`src/sv/rvmd_pkg.sv`:
```
package rvmd_pkg;

  localparam int XLEN       = 32;
  localparam int DIV_STEPS  = 4;                 // quotient bits resolved per stage
  localparam int DIV_STAGES = XLEN / DIV_STEPS;
  localparam int MUL_LAT    = 3;                 // multiplier register stages
  localparam int MUL_DLY    = DIV_STAGES - MUL_LAT;

  typedef logic [XLEN-1:0] word_t;

  typedef enum logic [2:0] {
    FN_MUL    = 3'd0,
    FN_MULH   = 3'd1,
    FN_MULHSU = 3'd2,
    FN_MULHU  = 3'd3,
    FN_DIV    = 3'd4,
    FN_DIVU   = 3'd5,
    FN_REM    = 3'd6,
    FN_REMU   = 3'd7
  } func_t;

  typedef struct packed {
    logic  valid;
    func_t func;
    logic  div_zero;
    logic  neg_q;
    logic  neg_r;
    word_t rem;
    word_t quo;
    word_t dvs;
  } div_slot_t;

endpackage

```
`src/sv/rvmd_mul.sv`:
```
module rvmd_mul (
  input  logic            clk,
  input  logic            en,
  input  rvmd_pkg::func_t func,
  input  rvmd_pkg::word_t a,
  input  rvmd_pkg::word_t b,
  output rvmd_pkg::word_t result
);
  import rvmd_pkg::*;

  localparam int H = XLEN / 2;

  // stage 1: partial products
  logic [XLEN-1:0] pp_ll_r, pp_lh_r, pp_hl_r, pp_hh_r;
  word_t           a1_r, b1_r;
  logic            hi1_r, sa1_r, sb1_r;
  // stage 2: unsigned 64-bit product
  logic [2*XLEN-1:0] sum_r;
  word_t             a2_r, b2_r;
  logic              hi2_r, sa2_r, sb2_r;
  // stage 3: signed correction and word select
  word_t             res_r;
  logic [2*XLEN-1:0] sum_nxt;
  word_t             res_nxt;

  always_ff @(posedge clk) begin
    if (en) begin
      pp_ll_r <= a[H-1:0]    * b[H-1:0];
      pp_lh_r <= a[H-1:0]    * b[XLEN-1:H];
      pp_hl_r <= a[XLEN-1:H] * b[H-1:0];
      pp_hh_r <= a[XLEN-1:H] * b[XLEN-1:H];
      a1_r    <= a;
      b1_r    <= b;
      hi1_r   <= (func != FN_MUL);
      sa1_r   <= a[XLEN-1] & ((func == FN_MULH) || (func == FN_MULHSU));
      sb1_r   <= b[XLEN-1] & (func == FN_MULH);
    end
  end

  always_comb begin
    sum_nxt = {{XLEN{1'b0}}, pp_ll_r}
            + ({{H{1'b0}}, pp_lh_r, {H{1'b0}}})
            + ({{H{1'b0}}, pp_hl_r, {H{1'b0}}})
            + ({pp_hh_r, {XLEN{1'b0}}});
  end

  always_ff @(posedge clk) begin
    if (en) begin
      sum_r <= sum_nxt;
      a2_r  <= a1_r;
      b2_r  <= b1_r;
      hi2_r <= hi1_r;
      sa2_r <= sa1_r;
      sb2_r <= sb1_r;
    end
  end

  always_comb begin
    if (hi2_r) begin
      res_nxt = sum_r[2*XLEN-1:XLEN] - (sa2_r ? b2_r : '0) - (sb2_r ? a2_r : '0);
    end else begin
      res_nxt = sum_r[XLEN-1:0];
    end
  end

  always_ff @(posedge clk) begin
    if (en) begin
      res_r <= res_nxt;
    end
  end

  assign result = res_r;

endmodule

```
`config.mk`:
```
export PLATFORM = sky130hd
export DESIGN_NAME = rvmd_mul
export DESIGN_NICKNAME = d
export VERILOG_FILES = /design/src/sv/rvmd_pkg.sv /design/src/sv/rvmd_mul.sv
export SDC_FILE = /design/constraint.sdc
export NUM_CORES = 2
export LEC_CHECK = 0
export ABC_AREA = 1
export BUFFER_PORTS_ARGS = -buffer_cell sky130_fd_sc_hd__buf_4
export CORE_UTILIZATION = 50
export CTS_CLUSTER_DIAMETER = 100
export DETAILED_ROUTE_END_ITERATION = 7
export GPL_ROUTABILITY_DRIVEN = 1
export PLACE_DENSITY = 0.72
export SLEW_MARGIN = 5
export SYNTH_ARGS = -nofsm -noshare
export SYNTH_HDL_FRONTEND = slang
export SYNTH_SLANG_ARGS = --single-unit
```
`constraint.sdc`:
```
create_clock -name clk -period 7.7 [get_ports clk]
set_input_delay 1.54 -clock clk [delete_from_list [all_inputs] [get_ports clk]]
set_output_delay 1.54 -clock clk [all_outputs]
set_load 0.01 [all_outputs]
```
# Word-level counts from Yosys, hierarchy flattened

Index checks and enable logic that the tools add are counted.

Register bits: 358
Output and inout bits: 32
Word-level logic and storage cells: 34

Add/subtract/negate cells: 5
Multiply operators: 4
Equal/unequal tests: 2
Mux-type cells: 3
Bitwise logic cells: 2
Reductions and logical operators: 2

Operator list:

| operator           | count |
|---|---|
| $mul 16x16->32     | 4 |
| $mux 32            | 3 |
| $add 50x64->64     | 1 |
| $sub 32x32->32     | 2 |
| $add 49x48->50     | 1 |
| $add 32x48->49     | 1 |
| $eq 3x1->1 const B | 1 |
| $eq 3x2->1 const B | 1 |
| $reduce_bool 3->1  | 1 |
| $and 1x1->1        | 2 |
| $logic_or 1x1->1   | 1 |

# Logic depth before layout (Yosys ltp)

Depth in word-level cells: 4
Mapped depth: 26

# Worst setup path before layout

OpenSTA, ideal clock, no wires.

Path kind: input to register
From: in a[31]
To: reg pp_hh_r[31] (data pin)
Library setup time: 0.252 ns
Arrival time: 6.261 ns
Data required time: 7.448 ns
Setup slack: 1.186 ns
Stages on the path: 21
Path buffers: 2
Cells stage by stage: clkbuf_1 > clkbuf_1 > nand2_1 > fa_1 > fa_1 > inv_1 > fa_1 > fa_1 > fa_1 > inv_1 > fa_1 > inv_1 > ha_1 > a21oi_1 > o21ai_0 > a21oi_1 > nor2_1 > nor2_1 > nand2_1 > nand2_1 > nand2_1

Longest elaborated chain between the ends: 1

Ends and longest elaborated chain:

| what                 | RTL line       | RTL |
|---|---|---|
| start, declared      | rvmd_mul.sv:5  | `input rvmd_pkg::word_t a,` |
| $mul 16x16->32       | rvmd_mul.sv:31 | `pp_hh_r <= a[XLEN-1:H] * b[XLEN-1:H];` |
| end signal, assigned | rvmd_mul.sv:31 |  |
| end, declared        | rvmd_mul.sv:14 | `logic [XLEN-1:0] pp_ll_r, pp_lh_r, pp_hl_r, pp_hh_r;` |

No other way between the ends.
A chain may end at the register's enable or synchronous reset.

# Worst setup path in the final report

From: in a[22]
To: reg pp_hl_r[19] (data pin)

Longest elaborated chain between the ends: 1

Ends and longest elaborated chain:

| what                 | RTL line       | RTL |
|---|---|---|
| $mul 16x16->32       | rvmd_mul.sv:30 | `pp_hl_r <= a[XLEN-1:H] * b[H-1:0];` |
| end signal, assigned | rvmd_mul.sv:30 |  |
| end, declared        | rvmd_mul.sv:14 |  |

No other way between the ends.

==> impl_metrics.env <==
export IMPL_outcome="finished clean"
export IMPL_clock_latency_ps=590
export IMPL_hold_buffers=0
export IMPL_synth_xor_area_share_pct=2.09
export IMPL_rsz0062_at_grt="no"
export IMPL_synth_top_area_share_pct=31.1
export IMPL_drcViolationCount=0
export IMPL_fill_cells=9946
export IMPL_portBuffers=100
export IMPL_ios=101
export IMPL_dp_slack_ps=553
export IMPL_finalSetupTns_ps=0
export IMPL_timing_slew_headroom_pct=31.0
export IMPL_cts_buffers=41
export IMPL_postSynthCellCount=6663
export IMPL_path_class="in -> reg"
export IMPL_arrival_ps=7030
export IMPL_post_cts_buffers=0
export IMPL_die_y_microns=331
export IMPL_synth_simple_area_share_pct=19.2
export IMPL_fp_row_count=120
export IMPL_clock_sinks=358
export IMPL_die_x_microns=331
export IMPL_synth_seq_area_share_pct=19.9
export IMPL_hpwl_mm=121
export IMPL_dr_pass1_iters=6
export IMPL_ys_async_sr_fraction_pct=0
export IMPL_endpoint_kind="register"
export IMPL_h_tree_depth=2
export IMPL_grt_pass1_wl_mm=242
export IMPL_clock_skew_ps=26.1
export IMPL_start_util_pct=50.5
export IMPL_post_route_period_util_pct=86.9
export IMPL_clkTransAtPathRegs_ps=60
export IMPL_n_antenna_cell=0
export IMPL_layout_min_cycle_time_ps=6690
export IMPL_core_sq_um=107000
export IMPL_synthFlopType="edfxtp_1"
export IMPL_cts_resized=0
export IMPL_synth_compound_area_share_pct=3.12
export IMPL_setup_ws_ps=1010
export IMPL_design_die_area_sq_um=110000
export IMPL_synth_seq_cells=358
export IMPL_synth_nets=8053
export IMPL_synth_common_cells="nand2_1, inv_1, fa_1, ha_1, edfxtp_1"
export IMPL_synth_top_family_by_area="adder cells"
export IMPL_final_area_sq_um=57600
export IMPL_wire_per_inst_microns=19.2
export IMPL_worst_pin_slew_ps=1030
export IMPL_max_freq_ghz=0.149
export IMPL_drt_iter0_markers=3621
export IMPL_avgSynthCellArea_sq_um=8.13
export IMPL_setup_violations=0
export IMPL_nets=8022
export IMPL_antenna_left=0
export IMPL_grt_use_total_pct=29.0
export IMPL_via_per_inst=5.26
export IMPL_synth_distinct_cells=43
export IMPL_wl_mm=155
export IMPL_cp_max_fo=29
export IMPL_area_growth_syn_to_layout_pct=6.27
export IMPL_required_ps=8040
export IMPL_hp_class="reg -> reg"
export IMPL_grt_max_degree=147
export IMPL_cts_tree="built"
export IMPL_yosysWarningCount=0
export IMPL_start_kind="input port"
export IMPL_worst_hold_slack_ps=414
export IMPL_synthMuxAreaShare_pct=0
export IMPL_finalMaxSlewViolations=0
export IMPL_grt_pass1_vias=43200
export IMPL_synth_fa_ha_area_share_pct=42.2
export IMPL_drive_gt1_share_pct=4.17
export IMPL_synth_area_leaders="fa_1, edfxtp_1, nand2_1"
export IMPL_hold_viol_final=0
export IMPL_gr_total_overflow=0
export IMPL_clock_path_buffers=3
export IMPL_vias=42500
export IMPL_dpl_instance_area_sq_um=56100
export IMPL_synth_edf_count=358
export IMPL_antenna_found_initial=4
export IMPL_gp_congestion=1.00
export IMPL_netlist_area_sq_um=54200
export IMPL_yosysTopAreaCell="fa_1"
export IMPL_synth_most_common_cell="nand2_1"
export IMPL_cts_root_buf="clkbuf_16"
export IMPL_cap_violations=0
[cells by family (layout without fill, tap and decap cells)]
kind of cell,after synthesis,after routing
xor gates and xnor gates,129,129
DFF,358,358
and+or+nand+nor,2586,2586
adders and majority gates,1321,1321
AOI/OAI and AO/OA,309,309
buffers and inverters,1960,1959
[worst paths after layout]
path / startpoint / to / slack (ps) / cells past startpoint
min reg2reg: a1_r[20] / a2_r[20] / 410 / 0
max: a[22] / pp_hl_r[19] / 1010 / 19
min: a1_r[20] / a2_r[20] / 410 / 0
max reg2reg: sb2_r / result[12] / 4110 / 14
[critical path: stages]
cell and delay (ps):
buf_4 460, nand2_1 170, fa_1 530, inv_1 50
fa_1 490, inv_1 50, fa_1 540, inv_1 50
fa_1 460, fa_1 490, inv_1 50, fa_1 470
inv_1 40, ha_1 340, a21o_1 210, a21oi_1 280
o21ai_0 160, a21oi_1 310, xnor2_1 270
[registers in the layout, indices dropped and copies added (netlist names)]
register,count
b1_r,32
sb1_r,1
sb2_r,1
pp_lh_r,32
pp_hl_r,32
a2_r,32
sa1_r,1
hi2_r,1
sum_r,64
b2_r,32
pp_hh_r,32
hi1_r,1
sa2_r,1
pp_ll_r,32
a1_r,32
result,32
[cells in the final DEF (no fill, tap or decap), drive strengths merged]
cell type  synthesis  final
a21boi             3      3
a21o              10     10
a21oi            171    171
a22oi              1      1
a31oi              3      3
and2               3      3
and3               1      1
buf                5    133
bufinv             0      6
clkbuf           202     47
clkinv             1     15
clkinvlp           0      4
edfxtp           358    358
fa               840    840
ha               481    481
inv             1752   1754
nand2           2026   2026
nand3            179    179
nand3b            12     12
nand4             41     41
nor2             270    270
nor3              47     47
nor3b              1      1
nor4               6      6
o211ai             5      5
o21a               5      5
o21ai             96     96
o21bai            15     15
xnor2             38     38
xor2              91     91
[through the flow]
stage | util, % | instances
6_report | 53.7 | 8065
5_1_grt | 53.7 | 8065
3_3_place_gp | 52.4 | 7992
4_1_cts | 53.7 | 8065
2_1_floorplan | - | 6663
3_5_place_dp | 52.4 | 7992
[routing by layer]
layer	routed length [microns]	global-route usage, %	part of all wire [%]	vias to the layer above
met1	65800	40.2	43	20900
li1	-	-	-	19600
met5	11	0	0.0071	-
met4	5230	9.03	3.4	2
met2	71300	47.5	46	1735
met3	12300	3.59	8.0	244
[cell type report]
class                      count  area, sq um  share of cell area [%]
tap                         1403         1760                    3.05
clock inverter                26          338                   0.587
multi-input combinational   4345        36000                    62.6
timing repair buffer         133         1020                    1.77
sequential                   358        10800                    18.7
inverter                    1753         6580                    11.4
clock buffer                  47         1070                    1.86
Power is not shown: default switching activity piles up to over one toggle a cycle in this logic, so the estimate is an artifact.
